**config.mk**
```make
export PLATFORM = sky130hd
export DESIGN_NAME = quadtree_tile_allocator
export DESIGN_NICKNAME = d
export VERILOG_FILES = /design/src/hdl/qta_pkg.sv /design/src/hdl/qta_ctrl.sv /design/src/hdl/qta_datapath.sv /design/src/hdl/quadtree_tile_allocator.sv
export SDC_FILE = /design/constraint.sdc
export NUM_CORES = 2
export LEC_CHECK = 0
export ABC_CLOCK_PERIOD_IN_PS = 24100
export CORE_MARGIN = 2
export CORE_UTILIZATION = 65
export CTS_BUF_LIST = sky130_fd_sc_hd__clkbuf_8
export CTS_CLUSTER_DIAMETER = 200
export DETAILED_ROUTE_END_ITERATION = 6
export DONT_BUFFER_PORTS = 1
export PLACE_DENSITY = 0.81
export RECOVER_POWER = 50
export SLEW_MARGIN = 30
export SYNTH_ARGS = -nofsm -noshare
export SYNTH_HDL_FRONTEND = slang
export SYNTH_SLANG_ARGS = --single-unit
```
**constraint.sdc**
```tcl
create_clock -name clock -period 24.1 [get_ports clock]
set_input_delay 1.205 -clock clock [delete_from_list [all_inputs] [get_ports clock]]
set_output_delay 1.205 -clock clock [all_outputs]
set_load 0.02 [all_outputs]
```
**src/hdl/qta_pkg.sv**
```systemverilog
package qta_pkg;

   localparam int SIZE_W = 13;
   localparam int COORD_W = 12;
   localparam int CMD_W = 2;
   localparam int STATUS_W = 2;
   localparam int TILES_W = 9;
   localparam int AREA_W = 25;
   localparam int SHIFT_W = 4;

   typedef enum logic [1:0] {
      CMD_ALLOC = 2'd0,
      CMD_FREE  = 2'd1,
      CMD_CLEAR = 2'd2
   } cmd_type;

   typedef enum logic [1:0] {
      STATUS_DONE    = 2'd0,
      STATUS_INVALID = 2'd1,
      STATUS_NO_FREE = 2'd2
   } status_type;

   typedef enum logic [1:0] {
      MARK_EMPTY = 2'd0,
      MARK_SPLIT = 2'd1,
      MARK_ALLOC = 2'd2
   } mark_type;

   typedef enum logic [1:0] {
      ADDR_TARGET = 2'd0,
      ADDR_WALK   = 2'd1,
      ADDR_CHILD  = 2'd2,
      ADDR_CLEAR  = 2'd3
   } addr_sel_type;

   typedef enum logic [4:0] {
      ST_CLR_INIT,
      ST_IDLE,
      ST_DECODE,
      ST_CLR,
      ST_A_RD,
      ST_A_CHK,
      ST_A_WUP,
      ST_A_WRD,
      ST_A_WCHK,
      ST_A_MARK,
      ST_A_MUP,
      ST_A_MRD,
      ST_A_MCHK,
      ST_F_RD,
      ST_F_CHK,
      ST_F_UP,
      ST_F_CRD,
      ST_F_CCHK,
      ST_F_PRD,
      ST_F_PCHK,
      ST_RESP
   } state_type;

   typedef struct packed {
      logic         latch;
      logic         scan_init;
      logic         scan_next;
      logic         walk_init;
      logic         walk_up;
      logic         child_clr;
      logic         child_next;
      logic         clr_init;
      logic         clr_step;
      logic         rd_en;
      addr_sel_type rd_sel;
      logic         wr_en;
      addr_sel_type wr_sel;
      mark_type     wr_mark;
      logic         cnt_inc;
      logic         cnt_dec;
      logic         cnt_clr;
      logic         pend_set;
      status_type   pend_status;
      logic         pend_alloc;
      logic         res_load;
   } ctl_cmd_type;

   typedef struct packed {
      logic [1:0] cmd;
      logic       size_ok;
      logic       grid_ok;
      mark_type   rd_mark;
      logic       m_last;
      logic       wl_zero;
      logic       child_last;
      logic       clr_last;
      logic       out_free;
   } dp_stat_type;

   function automatic logic [SHIFT_W-1:0] onehot_log2(input logic [SIZE_W-1:0] s);
      logic [SHIFT_W-1:0] r;
      r = '0;
      for (int i = 0; i < SIZE_W; i++) begin
         if (s[i]) begin
            r = SHIFT_W'(i);
         end
      end
      return r;
   endfunction

endpackage

```
**src/hdl/qta_ctrl.sv**
```systemverilog
module qta_ctrl
   import qta_pkg::*;
(
   input  logic        clock,
   input  logic        reset,
   input  logic        req_tvalid,
   output logic        req_tready,
   input  dp_stat_type stat,
   output ctl_cmd_type ctl
);

   state_type state_ff, state_in;

   always_ff @(posedge clock) begin
      if (reset) begin
         state_ff <= ST_CLR_INIT;
      end else begin
         state_ff <= state_in;
      end
   end

   always_comb begin
      state_in = state_ff;
      ctl = '0;
      ctl.rd_sel = ADDR_TARGET;
      ctl.wr_sel = ADDR_TARGET;
      ctl.wr_mark = MARK_EMPTY;
      ctl.pend_status = STATUS_DONE;
      req_tready = 1'b0;
      case (state_ff)
         ST_CLR_INIT: begin
            ctl.wr_en = 1'b1;
            ctl.wr_sel = ADDR_CLEAR;
            ctl.clr_step = 1'b1;
            if (stat.clr_last) begin
               state_in = ST_IDLE;
            end
         end
         ST_IDLE: begin
            req_tready = 1'b1;
            if (req_tvalid) begin
               ctl.latch = 1'b1;
               state_in = ST_DECODE;
            end
         end
         ST_DECODE: begin
            case (stat.cmd)
               CMD_ALLOC: begin
                  if (stat.size_ok) begin
                     ctl.scan_init = 1'b1;
                     state_in = ST_A_RD;
                  end else begin
                     ctl.pend_set = 1'b1;
                     ctl.pend_status = STATUS_INVALID;
                     state_in = ST_RESP;
                  end
               end
               CMD_FREE: begin
                  if (stat.size_ok && stat.grid_ok) begin
                     state_in = ST_F_RD;
                  end else begin
                     ctl.pend_set = 1'b1;
                     ctl.pend_status = STATUS_INVALID;
                     state_in = ST_RESP;
                  end
               end
               CMD_CLEAR: begin
                  ctl.cnt_clr = 1'b1;
                  ctl.clr_init = 1'b1;
                  state_in = ST_CLR;
               end
               default: begin
                  ctl.pend_set = 1'b1;
                  ctl.pend_status = STATUS_INVALID;
                  state_in = ST_RESP;
               end
            endcase
         end
         ST_CLR: begin
            ctl.wr_en = 1'b1;
            ctl.wr_sel = ADDR_CLEAR;
            ctl.clr_step = 1'b1;
            if (stat.clr_last) begin
               ctl.pend_set = 1'b1;
               ctl.pend_status = STATUS_DONE;
               state_in = ST_RESP;
            end
         end
         ST_A_RD: begin
            ctl.rd_en = 1'b1;
            ctl.rd_sel = ADDR_TARGET;
            state_in = ST_A_CHK;
         end
         ST_A_CHK, ST_A_WCHK: begin
            if ((state_ff == ST_A_CHK && stat.rd_mark != MARK_EMPTY) ||
                (state_ff == ST_A_WCHK && stat.rd_mark == MARK_ALLOC)) begin
               if (stat.m_last) begin
                  ctl.pend_set = 1'b1;
                  ctl.pend_status = STATUS_NO_FREE;
                  state_in = ST_RESP;
               end else begin
                  ctl.scan_next = 1'b1;
                  state_in = ST_A_RD;
               end
            end else begin
               if (state_ff == ST_A_CHK) begin
                  ctl.walk_init = 1'b1;
               end
               state_in = ST_A_WUP;
            end
         end
         ST_A_WUP: begin
            if (stat.wl_zero) begin
               state_in = ST_A_MARK;
            end else begin
               ctl.walk_up = 1'b1;
               state_in = ST_A_WRD;
            end
         end
         ST_A_WRD: begin
            ctl.rd_en = 1'b1;
            ctl.rd_sel = ADDR_WALK;
            state_in = ST_A_WCHK;
         end
         ST_A_MARK: begin
            ctl.wr_en = 1'b1;
            ctl.wr_sel = ADDR_TARGET;
            ctl.wr_mark = MARK_ALLOC;
            ctl.walk_init = 1'b1;
            state_in = ST_A_MUP;
         end
         ST_A_MUP: begin
            if (stat.wl_zero) begin
               ctl.cnt_inc = 1'b1;
               ctl.pend_set = 1'b1;
               ctl.pend_status = STATUS_DONE;
               ctl.pend_alloc = 1'b1;
               state_in = ST_RESP;
            end else begin
               ctl.walk_up = 1'b1;
               state_in = ST_A_MRD;
            end
         end
         ST_A_MRD: begin
            ctl.rd_en = 1'b1;
            ctl.rd_sel = ADDR_WALK;
            state_in = ST_A_MCHK;
         end
         ST_A_MCHK: begin
            if (stat.rd_mark == MARK_EMPTY) begin
               ctl.wr_en = 1'b1;
               ctl.wr_sel = ADDR_WALK;
               ctl.wr_mark = MARK_SPLIT;
            end
            state_in = ST_A_MUP;
         end
         ST_F_RD: begin
            ctl.rd_en = 1'b1;
            ctl.rd_sel = ADDR_TARGET;
            state_in = ST_F_CHK;
         end
         ST_F_CHK: begin
            if (stat.rd_mark != MARK_ALLOC) begin
               ctl.pend_set = 1'b1;
               ctl.pend_status = STATUS_INVALID;
               state_in = ST_RESP;
            end else begin
               ctl.wr_en = 1'b1;
               ctl.wr_sel = ADDR_TARGET;
               ctl.wr_mark = MARK_EMPTY;
               ctl.cnt_dec = 1'b1;
               ctl.walk_init = 1'b1;
               state_in = ST_F_UP;
            end
         end
         ST_F_UP: begin
            if (stat.wl_zero) begin
               ctl.pend_set = 1'b1;
               ctl.pend_status = STATUS_DONE;
               state_in = ST_RESP;
            end else begin
               ctl.child_clr = 1'b1;
               state_in = ST_F_CRD;
            end
         end
         ST_F_CRD: begin
            ctl.rd_en = 1'b1;
            ctl.rd_sel = ADDR_CHILD;
            state_in = ST_F_CCHK;
         end
         ST_F_CCHK: begin
            if (stat.rd_mark != MARK_EMPTY) begin
               ctl.pend_set = 1'b1;
               ctl.pend_status = STATUS_DONE;
               state_in = ST_RESP;
            end else if (stat.child_last) begin
               ctl.walk_up = 1'b1;
               state_in = ST_F_PRD;
            end else begin
               ctl.child_next = 1'b1;
               state_in = ST_F_CRD;
            end
         end
         ST_F_PRD: begin
            ctl.rd_en = 1'b1;
            ctl.rd_sel = ADDR_WALK;
            state_in = ST_F_PCHK;
         end
         ST_F_PCHK: begin
            if (stat.rd_mark != MARK_SPLIT) begin
               ctl.pend_set = 1'b1;
               ctl.pend_status = STATUS_DONE;
               state_in = ST_RESP;
            end else begin
               ctl.wr_en = 1'b1;
               ctl.wr_sel = ADDR_WALK;
               ctl.wr_mark = MARK_EMPTY;
               state_in = ST_F_UP;
            end
         end
         ST_RESP: begin
            if (stat.out_free) begin
               ctl.res_load = 1'b1;
               state_in = ST_IDLE;
            end
         end
         default: begin
            state_in = ST_IDLE;
         end
      endcase
   end

endmodule

```
**src/hdl/qta_datapath.sv**
```systemverilog
module qta_datapath
   import qta_pkg::*;
#(
   parameter int ATLAS_EXTENT = 4096,
   parameter int MIN_TILE = 256
)
(
   input  logic                clock,
   input  logic                reset,
   input  logic [CMD_W-1:0]    req_command,
   input  logic [SIZE_W-1:0]   req_tile_size,
   input  logic [COORD_W-1:0]  req_tile_x,
   input  logic [COORD_W-1:0]  req_tile_y,
   input  ctl_cmd_type         ctl,
   output dp_stat_type         stat,
   output logic                rsp_tvalid,
   input  logic                rsp_tready,
   output logic [STATUS_W-1:0] rsp_status,
   output logic [COORD_W-1:0]  rsp_out_x,
   output logic [COORD_W-1:0]  rsp_out_y,
   output logic [SIZE_W-1:0]   rsp_out_size,
   output logic [TILES_W-1:0]  rsp_live_tiles,
   output logic [AREA_W-1:0]   rsp_live_area
);

   localparam int LOG_ATLAS = $clog2(ATLAS_EXTENT);
   localparam int LEVELS = LOG_ATLAS - $clog2(MIN_TILE);
   localparam int NODE_COUNT = ((4 ** (LEVELS + 1)) - 1) / 3;
   localparam int AW = $clog2(NODE_COUNT);
   localparam int LW = $clog2(LEVELS + 1);
   localparam int CW = (LEVELS > 0) ? LEVELS : 1;
   localparam int MW = 2 * CW;

   logic [1:0] node_mem [NODE_COUNT];
   logic [1:0] rdata_ff;

   logic [CMD_W-1:0]   cmd_ff;
   logic [SIZE_W-1:0]  size_ff;
   logic [COORD_W-1:0] x_ff, y_ff;
   logic [MW-1:0]      m_ff, m_in;
   logic [LW-1:0]      wl_ff, wl_in;
   logic [CW-1:0]      wx_ff, wx_in, wy_ff, wy_in;
   logic [1:0]         c_ff, c_in;
   logic [AW-1:0]      clr_ff, clr_in;
   logic [TILES_W-1:0] tiles_ff, tiles_in;
   logic [AREA_W-1:0]  area_ff, area_in;
   status_type         pend_status_ff;
   logic [COORD_W-1:0] pend_x_ff, pend_y_ff;
   logic [SIZE_W-1:0]  pend_size_ff;
   logic               valid_ff, valid_in;
   logic [STATUS_W-1:0] res_status_ff;
   logic [COORD_W-1:0] res_x_ff, res_y_ff;
   logic [SIZE_W-1:0]  res_size_ff;
   logic [TILES_W-1:0] res_tiles_ff;
   logic [AREA_W-1:0]  res_area_ff;

   logic [SHIFT_W-1:0] sh;
   logic [LW-1:0]      lv;
   logic               size_ok;
   logic [15:0]        gxf, gyf;
   logic [CW-1:0]      ex, ey, tx, ty, cx, cy;
   logic [AREA_W-1:0]  area_step;
   logic [AW-1:0]      a_target, a_walk, a_child, raddr, waddr;

   function automatic logic [AW-1:0] node_addr(input logic [LW-1:0] level,
                                               input logic [CW-1:0] gx,
                                               input logic [CW-1:0] gy);
      logic [AW-1:0] base;
      base = '0;
      for (int i = 0; i < LEVELS; i++) begin
         if (i < int'(level)) begin
            base = base | (AW'(1) << (2 * i));
         end
      end
      return base + (AW'(gy) << level) + AW'(gx);
   endfunction

   always_comb begin
      sh = onehot_log2(size_ff);
      lv = LW'(LOG_ATLAS - int'(sh));
      size_ok = (size_ff != '0) && ((size_ff & (size_ff - SIZE_W'(1))) == '0) &&
                (32'(size_ff) >= 32'(MIN_TILE)) && (32'(size_ff) <= 32'(ATLAS_EXTENT));
      gxf = 16'(x_ff) >> sh;
      gyf = 16'(y_ff) >> sh;
      for (int b = 0; b < CW; b++) begin
         ex[b] = m_ff[2 * b];
         ey[b] = m_ff[2 * b + 1];
      end
      if (cmd_ff == CMD_ALLOC) begin
         tx = ex;
         ty = ey;
      end else begin
         tx = gxf[CW-1:0];
         ty = gyf[CW-1:0];
      end
      cx = (wx_ff & ~CW'(1)) | CW'(c_ff[0]);
      cy = (wy_ff & ~CW'(1)) | CW'(c_ff[1]);
      a_target = node_addr(lv, tx, ty);
      a_walk = node_addr(wl_ff, wx_ff, wy_ff);
      a_child = node_addr(wl_ff, cx, cy);
      area_step = AREA_W'(1) << (2 * sh);
   end

   always_comb begin
      case (ctl.rd_sel)
         ADDR_WALK:  raddr = a_walk;
         ADDR_CHILD: raddr = a_child;
         ADDR_CLEAR: raddr = clr_ff;
         default:    raddr = a_target;
      endcase
      case (ctl.wr_sel)
         ADDR_WALK:  waddr = a_walk;
         ADDR_CHILD: waddr = a_child;
         ADDR_CLEAR: waddr = clr_ff;
         default:    waddr = a_target;
      endcase
   end

   always_ff @(posedge clock) begin
      if (ctl.wr_en) begin
         node_mem[waddr] <= ctl.wr_mark;
      end
      if (ctl.rd_en) begin
         rdata_ff <= node_mem[raddr];
      end
   end

   always_comb begin
      m_in = m_ff;
      if (ctl.scan_init) begin
         m_in = '0;
      end else if (ctl.scan_next) begin
         m_in = m_ff + MW'(1);
      end
      wl_in = wl_ff;
      wx_in = wx_ff;
      wy_in = wy_ff;
      if (ctl.walk_init) begin
         wl_in = lv;
         wx_in = tx;
         wy_in = ty;
      end else if (ctl.walk_up) begin
         wl_in = wl_ff - LW'(1);
         wx_in = wx_ff >> 1;
         wy_in = wy_ff >> 1;
      end
      c_in = c_ff;
      if (ctl.child_clr) begin
         c_in = '0;
      end else if (ctl.child_next) begin
         c_in = c_ff + 2'd1;
      end
      clr_in = clr_ff;
      if (ctl.clr_init) begin
         clr_in = '0;
      end else if (ctl.clr_step) begin
         clr_in = clr_ff + AW'(1);
      end
      tiles_in = tiles_ff;
      area_in = area_ff;
      if (ctl.cnt_clr) begin
         tiles_in = '0;
         area_in = '0;
      end else if (ctl.cnt_inc) begin
         tiles_in = tiles_ff + TILES_W'(1);
         area_in = area_ff + area_step;
      end else if (ctl.cnt_dec) begin
         tiles_in = tiles_ff - TILES_W'(1);
         area_in = area_ff - area_step;
      end
      valid_in = valid_ff;
      if (ctl.res_load) begin
         valid_in = 1'b1;
      end else if (rsp_tready) begin
         valid_in = 1'b0;
      end
   end

   always_ff @(posedge clock) begin
      if (reset) begin
         clr_ff <= '0;
         tiles_ff <= '0;
         area_ff <= '0;
         valid_ff <= 1'b0;
      end else begin
         clr_ff <= clr_in;
         tiles_ff <= tiles_in;
         area_ff <= area_in;
         valid_ff <= valid_in;
      end
   end

   always_ff @(posedge clock) begin
      m_ff <= m_in;
      wl_ff <= wl_in;
      wx_ff <= wx_in;
      wy_ff <= wy_in;
      c_ff <= c_in;
      if (ctl.latch) begin
         cmd_ff <= req_command;
         size_ff <= req_tile_size;
         x_ff <= req_tile_x;
         y_ff <= req_tile_y;
      end
      if (ctl.pend_set) begin
         pend_status_ff <= ctl.pend_status;
         if (ctl.pend_alloc) begin
            pend_x_ff <= COORD_W'(32'(tx) << sh);
            pend_y_ff <= COORD_W'(32'(ty) << sh);
            pend_size_ff <= size_ff;
         end else begin
            pend_x_ff <= '0;
            pend_y_ff <= '0;
            pend_size_ff <= '0;
         end
      end
      if (ctl.res_load) begin
         res_status_ff <= pend_status_ff;
         res_x_ff <= pend_x_ff;
         res_y_ff <= pend_y_ff;
         res_size_ff <= pend_size_ff;
         res_tiles_ff <= tiles_ff;
         res_area_ff <= area_ff;
      end
   end

   always_comb begin
      stat.cmd = cmd_ff;
      stat.size_ok = size_ok;
      stat.grid_ok = ((32'(x_ff) >> LOG_ATLAS) == 0) && ((32'(y_ff) >> LOG_ATLAS) == 0);
      stat.rd_mark = mark_type'(rdata_ff);
      stat.m_last = 32'(m_ff) == ((32'(1) << (2 * int'(lv))) - 32'(1));
      stat.wl_zero = wl_ff == '0;
      stat.child_last = c_ff == 2'd3;
      stat.clr_last = clr_ff == AW'(NODE_COUNT - 1);
      stat.out_free = !valid_ff || rsp_tready;
   end

   assign rsp_tvalid = valid_ff;
   assign rsp_status = res_status_ff;
   assign rsp_out_x = res_x_ff;
   assign rsp_out_y = res_y_ff;
   assign rsp_out_size = res_size_ff;
   assign rsp_live_tiles = res_tiles_ff;
   assign rsp_live_area = res_area_ff;

endmodule

```
**src/hdl/quadtree_tile_allocator.sv**
```systemverilog
// Quadtree tile allocator: one request in, one response out per transfer. Allocate takes
// the first free tile of the requested size in Morton order and answers with its texel
// origin; free releases a tile and merges empty quadrants upward; clear empties the tree.
// Node marks sit in a single-port-read, single-port-write memory of (4^(L+1)-1)/3 entries,
// L = log2(ATLAS_EXTENT/MIN_TILE), and every mark read is registered (address, then data).
// Every request is taken in IDLE, decoded in DECODE and answered by loading the response
// in RESP. Allocate scans nodes of the requested level, checks each empty one's ancestors
// for an allocated tile, then marks it and turns empty ancestors into split nodes; free
// checks that the tile is allocated, empties it and, level by level, empties a split parent
// whose four children are all empty; clear empties every node in turn (341 nodes by default).
// The same clearing pass runs after reset, during which no request is taken. A response held
// back by the receiver stalls the next one until it goes.
module quadtree_tile_allocator
   import qta_pkg::*;
#(
   parameter int ATLAS_EXTENT = 4096,
   parameter int MIN_TILE = 256
)
(
   input  logic        clock,
   input  logic        reset,
   input  logic        req_tvalid,
   output logic        req_tready,
   input  logic [39:0] req_tdata,  // tile_size, tile_x, tile_y
   input  logic [1:0]  req_tuser,  // command
   output logic        rsp_tvalid,
   input  logic        rsp_tready,
   output logic [71:0] rsp_tdata,  // out_x, out_y, out_size, live_tiles, live_area
   output logic [1:0]  rsp_tuser   // status
);

   ctl_cmd_type         ctl;
   dp_stat_type         stat;
   logic [STATUS_W-1:0] status;
   logic [COORD_W-1:0]  out_x, out_y;
   logic [SIZE_W-1:0]   out_size;
   logic [TILES_W-1:0]  live_tiles;
   logic [AREA_W-1:0]   live_area;

   qta_ctrl u_ctrl (
      .clock      (clock),
      .reset      (reset),
      .req_tvalid (req_tvalid),
      .req_tready (req_tready),
      .stat       (stat),
      .ctl        (ctl)
   );

   qta_datapath #(
      .ATLAS_EXTENT (ATLAS_EXTENT),
      .MIN_TILE     (MIN_TILE)
   ) u_datapath (
      .clock          (clock),
      .reset          (reset),
      .req_command    (req_tuser),
      .req_tile_size  (req_tdata[12:0]),
      .req_tile_x     (req_tdata[24:13]),
      .req_tile_y     (req_tdata[36:25]),
      .ctl            (ctl),
      .stat           (stat),
      .rsp_tvalid     (rsp_tvalid),
      .rsp_tready     (rsp_tready),
      .rsp_status     (status),
      .rsp_out_x      (out_x),
      .rsp_out_y      (out_y),
      .rsp_out_size   (out_size),
      .rsp_live_tiles (live_tiles),
      .rsp_live_area  (live_area)
   );

   assign rsp_tuser = status;
   assign rsp_tdata = {1'b0, live_area, live_tiles, out_size, out_y, out_x};

endmodule

```
---- Word-level counts from Yosys, hierarchy flattened ----
Memories as Yosys holds them, arrays and structs flattened. A register that Yosys moved wholly into a read port is not among the register bits.
Cells that the tools add are included.
W data, S select, Z words.
cells by class
  $add $sub $neg .......................... 17
  order comparisons ....................... 10
  equality and inequality tests ........... 38
  shifts and indexed selects .............. 9
  multiplexer cells ....................... 102
  bitwise operators ....................... 3
  reductions and logical operators ........ 27
operators with widths
  cell                     count
  $pmux W5 S19             1
  $mux W5                  17
  $mux W4                  19
  $pmux W9 S3              2
  $mux W25                 2
  $eq A5 B4 Y1 const B     8
  $mux W3                  13
  $mux W1                  35
  $eq A8 B32 Y1            1
  $shl A1 B4 Y32 const A   1
  $sub A32 B1 Y32 const B  1
  $add A7 B9 Y9            3
  $add A9 B4 Y9            3
  $shl A4 B3 Y9            3
  $add A25 B25 Y25         1
  $eq A5 B5 Y1 const B     5
  $shl A1 B5 Y25 const A   1
  $sub A25 B25 Y25         1
  $pmux W3 S8              1
  $shl A4 B4 Y12           2
  $shr A12 B4 Y4           2
  $eq A5 B3 Y1 const B     4
  $add A9 B1 Y9 const B    2
  $mux W9                  2
  other kinds (40)         76
storage, ports and cells
  register bits after elaboration ......... 221
  memory bits (writable) .................. 682
  input bits .............................. 46
  output and inout bits ................... 76
  logic and storage cells ................. 231
  memories kept ........................... 1
memories
  memory               words  bits a word  rd ports  clocked after memory_dff  wr ports  line                source
  u_datapath.node_mem  341    2            1         1                         1         qta_datapath.sv:34  logic [1:0] node_mem [NODE_COUNT];

---- Longest topological paths before layout ----
  depth after elaboration ................. 21
  gate-level depth with buffers ........... 29
  mapped depth without buffers ............ 26

---- Hierarchy ----
Synthesis repeated with hierarchy kept, for this count alone.
unflattened totals
  cell total of the unflattened synthesis .. 3,355
  area total of the unflattened synthesis .. 43,088.8 µm²
by module, submodules not included
  module                   times used  cells an instance  area an instance (µm²)  seq. area each (µm²)
  qta_datapath             1           3,184              41,939.0                26,485.4
  qta_ctrl                 1           169                1,138.6                 100.1
  quadtree_tile_allocator  1           2                  11.3                    0.0

---- Worst setup path before layout ----
OpenSTA, ideal clock, no wires.
  kind .................................... register to register
  start ................................... register u_ctrl.state_ff[3]
  end ..................................... memory u_datapath.node_mem[166][0], enable pin
  setup time .............................. 0.355 ns
  arrival time ............................ 16.503 ns
  data required time ...................... 23.745 ns
  slack ................................... 7.243 ns
  stages on the path, launching flop included .. 11
  path buffers ............................ 2
  clock period less this slack ............ 16.857 ns
  cells stage by stage .................... dfxtp_1 -> buf_2 -> clkbuf_1 -> nand2b_1 -> nor3_1 -> nor2_1 -> o22a_1 -> or2_2 -> nor2_1 -> nand2_1 -> nor4b_1
on the way
  longest elaborated chain between the ends .. 5
  elaborated cells between the ends (all ways) .. 14
  those cells by class .................... eq/ne (8); mux (4); reduce/logical (2)
RTL lines
  item                                                     line                                      source
  start, declared                                          qta_ctrl.sv:12                            state_type state_ff, state_in;
  start signal, assigned                                   qta_ctrl.sv:18                            state_ff <= state_in;
  $eq A5 B2 Y1 / $logic_not A5 Y1 (equally long branches)  qta_ctrl.sv:30                            case (state_ff)
  $reduce_or A2 Y1 (no line)                               n/a
  $pmux W3 S5 *                                            qta_ctrl.sv:30
  $eq A2 B2 Y1 (tied with other cells)                     qta_datapath.sv:111                       case (ctl.wr_sel)
  $pmux W9 S3 / $mux W1 (equally long branches)            qta_datapath.sv:111, qta_datapath.sv:121
  end, declared                                            qta_datapath.sv:34
Every way passes the cells marked *; elsewhere a longest branch is shown, timed or not.

==> summary.txt <==
Setup path
  • Crit-path max cell delay: 4440 ps
  • Worst path slowest cell: clkbuf_1
  • Crit-path cells: nand2_1 > nor3_1 > clkbuf_1 > clkbuf_1
  • CP Data Arrival Time: 9440 ps
  • Crit path top cell by count: clkbuf_1
  • Max FO, Critical Path: 165
  • Required time of the worst setup path: 23770 ps
  • Worst setup path category: register to register
  • CP Launch Type: register
  • Setup crit end kind: register

Timing
  • Period utilisation layout: 0.405
  • Final clock skew: 37.3 ps
  • RSZ-0062 raised after global routing: false
  • Worst slew pin tran: 6300 ps
  • Min cycle time layout: 9770 ps
  • Final setup TNS: 0 ps
  • Finish-stage setup viols: 0
  • Slew HR: -3.20
  • Max Freq: 0.102 GHz
  • Hold Fails Final Rpt: 0
  • Slew Limit Fails: 752

Synthesis
  • Post-Synth Adder-Cell Area: 0.0275
  • Cell Area, Synth: 42600 µm²
  • Synth unique cells: 96
  • Async set-reset flop share out of synthesis: 0
  • Synth Area in Simple Gates: 0.133
  • Number of synthesized flops with an enable pin: 846
  • Syn Area/Cell: 13.2 µm²
  • Syn_nets: 3351
  • Post-Synth XOR/XNOR Area: 0.0144
  • Main synth FF type: edfxtp_1
  • Sequential fraction of the synthesis area: 0.625
  • Syn Inst Count: 3218
  • FF+latch count, synth: 905
  • Post-synthesis mux area share: 0.0956
  • Largest family of logic cells by synthesized area: simple AND/OR/NAND/NOR gates
  • Warnings from Yosys: 0
  • Complex-gate fraction of the synthesized area: 0.0724

Placed design
  • Post-DP HPWL: 66900 µm
  • Port-buffer cells: 0
  • Gpl congestion: 0.966

Floorplanning
  • Die area: 67600 µm²
  • Die width: 260 µm
  • Initial core utilization: 0.659
  • Core Rows: 93
  • Ports: 122
  • Die Y: 260 µm
  • Core Region: 64600 µm²

Global route
  • First-pass GRT wire length: 162000 µm
  • Vias in the first global route: 28200
  • Total gr overflow: 0
  • Maximum number of pins on one net before global-route repair: 251
  • Initial antenna violation count: 0
  • GRT Total Usage: 0.316

Final layout
  • Layout Nets: 3327
  • Most frequent cells in the layout: 846 x edfxtp_1, 367 x nand2_1, 325 x nor3_1
  • Most common library cell in the layout ignoring fill and taps: edfxtp_1
  • Layout Utilization: 0.709
  • Layout cell share with drive strength beyond 1: 0.135
  • Area growth syn-to-layout: 7.57%

Pwr
  • Leakage: 13.9 nW
  • Max IR drop VDD: 66.1 µV
  • Power per cell area: 77.5 nW/µm²

Clock network
  • # Post-CTS Setup Buffers: 0
  • Later-pin clock latency in the skew report: 820 ps
  • Clock Pin Slew Worst Setup and Hold Paths: 60 ps
  • Resized Gates After CTS: 0
  • # H-tree levels: 4
  • CTS max path bufs: 3
  • Clock root cell: clkbuf_8
  • TritonCTS Sinks: 905
  • Clock tree from TritonCTS: done
  • Post-CTS Hold Fix Bufs: 0
  • CTS Buf Count: 140

Route
  • Post-Route WL: 106000 µm
  • Vias per inst: 6.81
  • Routed vias: 28300
  • TritonRoute pass-1 iters: 5
  • DRC viols: 0
  • Routed len/inst: 25.4 µm
  • Iteration-0 DRC Markers: 3890
  • Post-route antenna net violation count: 0

Status
  • Failing checks: max-capacitance violations, max-slew violations
  • Status: finished with violations

Min path
  • Worst hold path class: register to register

Flow run
  • Max-cap violations: 10
==> critical path, delay by kind of cell (launching register included) <==
kind	cells	cell delay, ps
DFF	1	820
and+or+nand+nor	2	520
buffers and inverters	2	7000
==> report_power, final <==
part	total (mW)	internal, mW	switching [mW]
clock network	1.23	0.625	0.605
registers	1.72	1.71	0.00879
logic	0.603	0.183	0.420
total	3.55	2.52	1.03
==> metrics by stage <==
step	std cells	setup WS (ps)	area (µm²)	hold WS (ps)	total power [mW]
after CTS	4149	15030	45800	393	3.54
final	4154	14330	45800	416	3.55
after global placement	3903	15250	43100	402	2.32
after floorplan	3218	7240	42600	400	2.15
after global routing	4153	13420	45800	423	3.65
after detailed placement	3903	15080	43200	405	2.33
==> per-layer routing <==
layer	GRT usage	vias to the layer above	share of wire
li1	-	12300	-
met1	0.408	13800	0.36
met2	0.506	1834	0.48
met3	0.0670	340	0.10
met4	0.172	0	0.052
met5	0	-	0
==> cell type report <==
cell class,instances,area [µm²]
Inverter,63,236
Fill cell,4147,18800
Antenna cell,1,2.50
Sequential cell,905,26600
Clock inverter,99,617
Timing Repair Buffer,57,448
Clock buffer,147,2020
Tap cell,855,1070
Multi-Input combinational cell,2027,14800
==> cells in the mapped netlist, types with 13 or more instances <==
library cell | n | area share
nor3_1 | 326 | 0.038
a22oi_1 | 35 | 0.0062
mux2i_1 | 79 | 0.019
a21o_1 | 27 | 0.0048
a311oi_1 | 21 | 0.0043
a31oi_1 | 13 | 0.0019
inv_1 | 58 | 0.0051
o21a_1 | 13 | 0.0023
dfxtp_1 | 59 | 0.028
nor2b_1 | 32 | 0.0047
a41oi_1 | 19 | 0.0039
nand4_1 | 13 | 0.0019
nor2_1 | 212 | 0.019
nand3_1 | 94 | 0.011
mux4_2 | 139 | 0.074
edfxtp_1 | 846 | 0.60
xnor2_1 | 42 | 0.0086
buf_2 | 37 | 0.0043
xor2_1 | 28 | 0.0058
a211oi_1 | 31 | 0.0055
buf_4 | 13 | 0.0023
and2_1 | 24 | 0.0035
o21ai_0 | 68 | 0.0080
a21oi_1 | 108 | 0.013
ha_1 | 76 | 0.022
buf_6 | 29 | 0.0077
or3_1 | 15 | 0.0022
nand2b_1 | 20 | 0.0029
clkbuf_1 | 139 | 0.012
nand2_1 | 367 | 0.032
==> kinds of logic after synthesis <==
group	count (synthesis)
and+or+nand+nor	1192
DFF	905
AOI/OAI and AO/OA	446
buffers and inverters	286
muxes	231
adders and majority gates	87
xor gates and xnor gates	70
other	1
==> flip-flops by register name, indices dropped and copies added (netlist names), 4 cells and up <==
signal	cells
u_datapath.tiles_ff	9
u_datapath.pend_y_ff	12
u_datapath.pend_x_ff	12
u_datapath.pend_size_ff	13
u_datapath.rsp_out_x	12
u_datapath.x_ff	12
u_datapath.rsp_out_size	13
u_datapath.wx_ff	4
u_datapath.m_ff	8
u_datapath.clr_ff	9
u_datapath.area_ff	25
u_ctrl.state_ff	5
u_datapath.size_ff	13
u_datapath.rsp_live_tiles	9
u_datapath.rsp_out_y	12
u_datapath.node_mem	682
u_datapath.y_ff	12
u_datapath.wy_ff	4
u_datapath.rsp_live_area	25
==> worst paths after layout <==
kind	start	endpoint	slack (ps)	cells after the start
worst max-delay path	u_ctrl.state_ff[0]	u_datapath.node_mem[182][1]	14330	4
worst min-delay path	u_datapath.pend_x_ff[11]	u_datapath.rsp_out_x[11]	420	0
worst max register to register	u_ctrl.state_ff[0]	u_datapath.node_mem[182][1]	14330	4
worst min register to register	u_datapath.pend_x_ff[11]	u_datapath.rsp_out_x[11]	420	0
(Power assumes the default switching activity.)
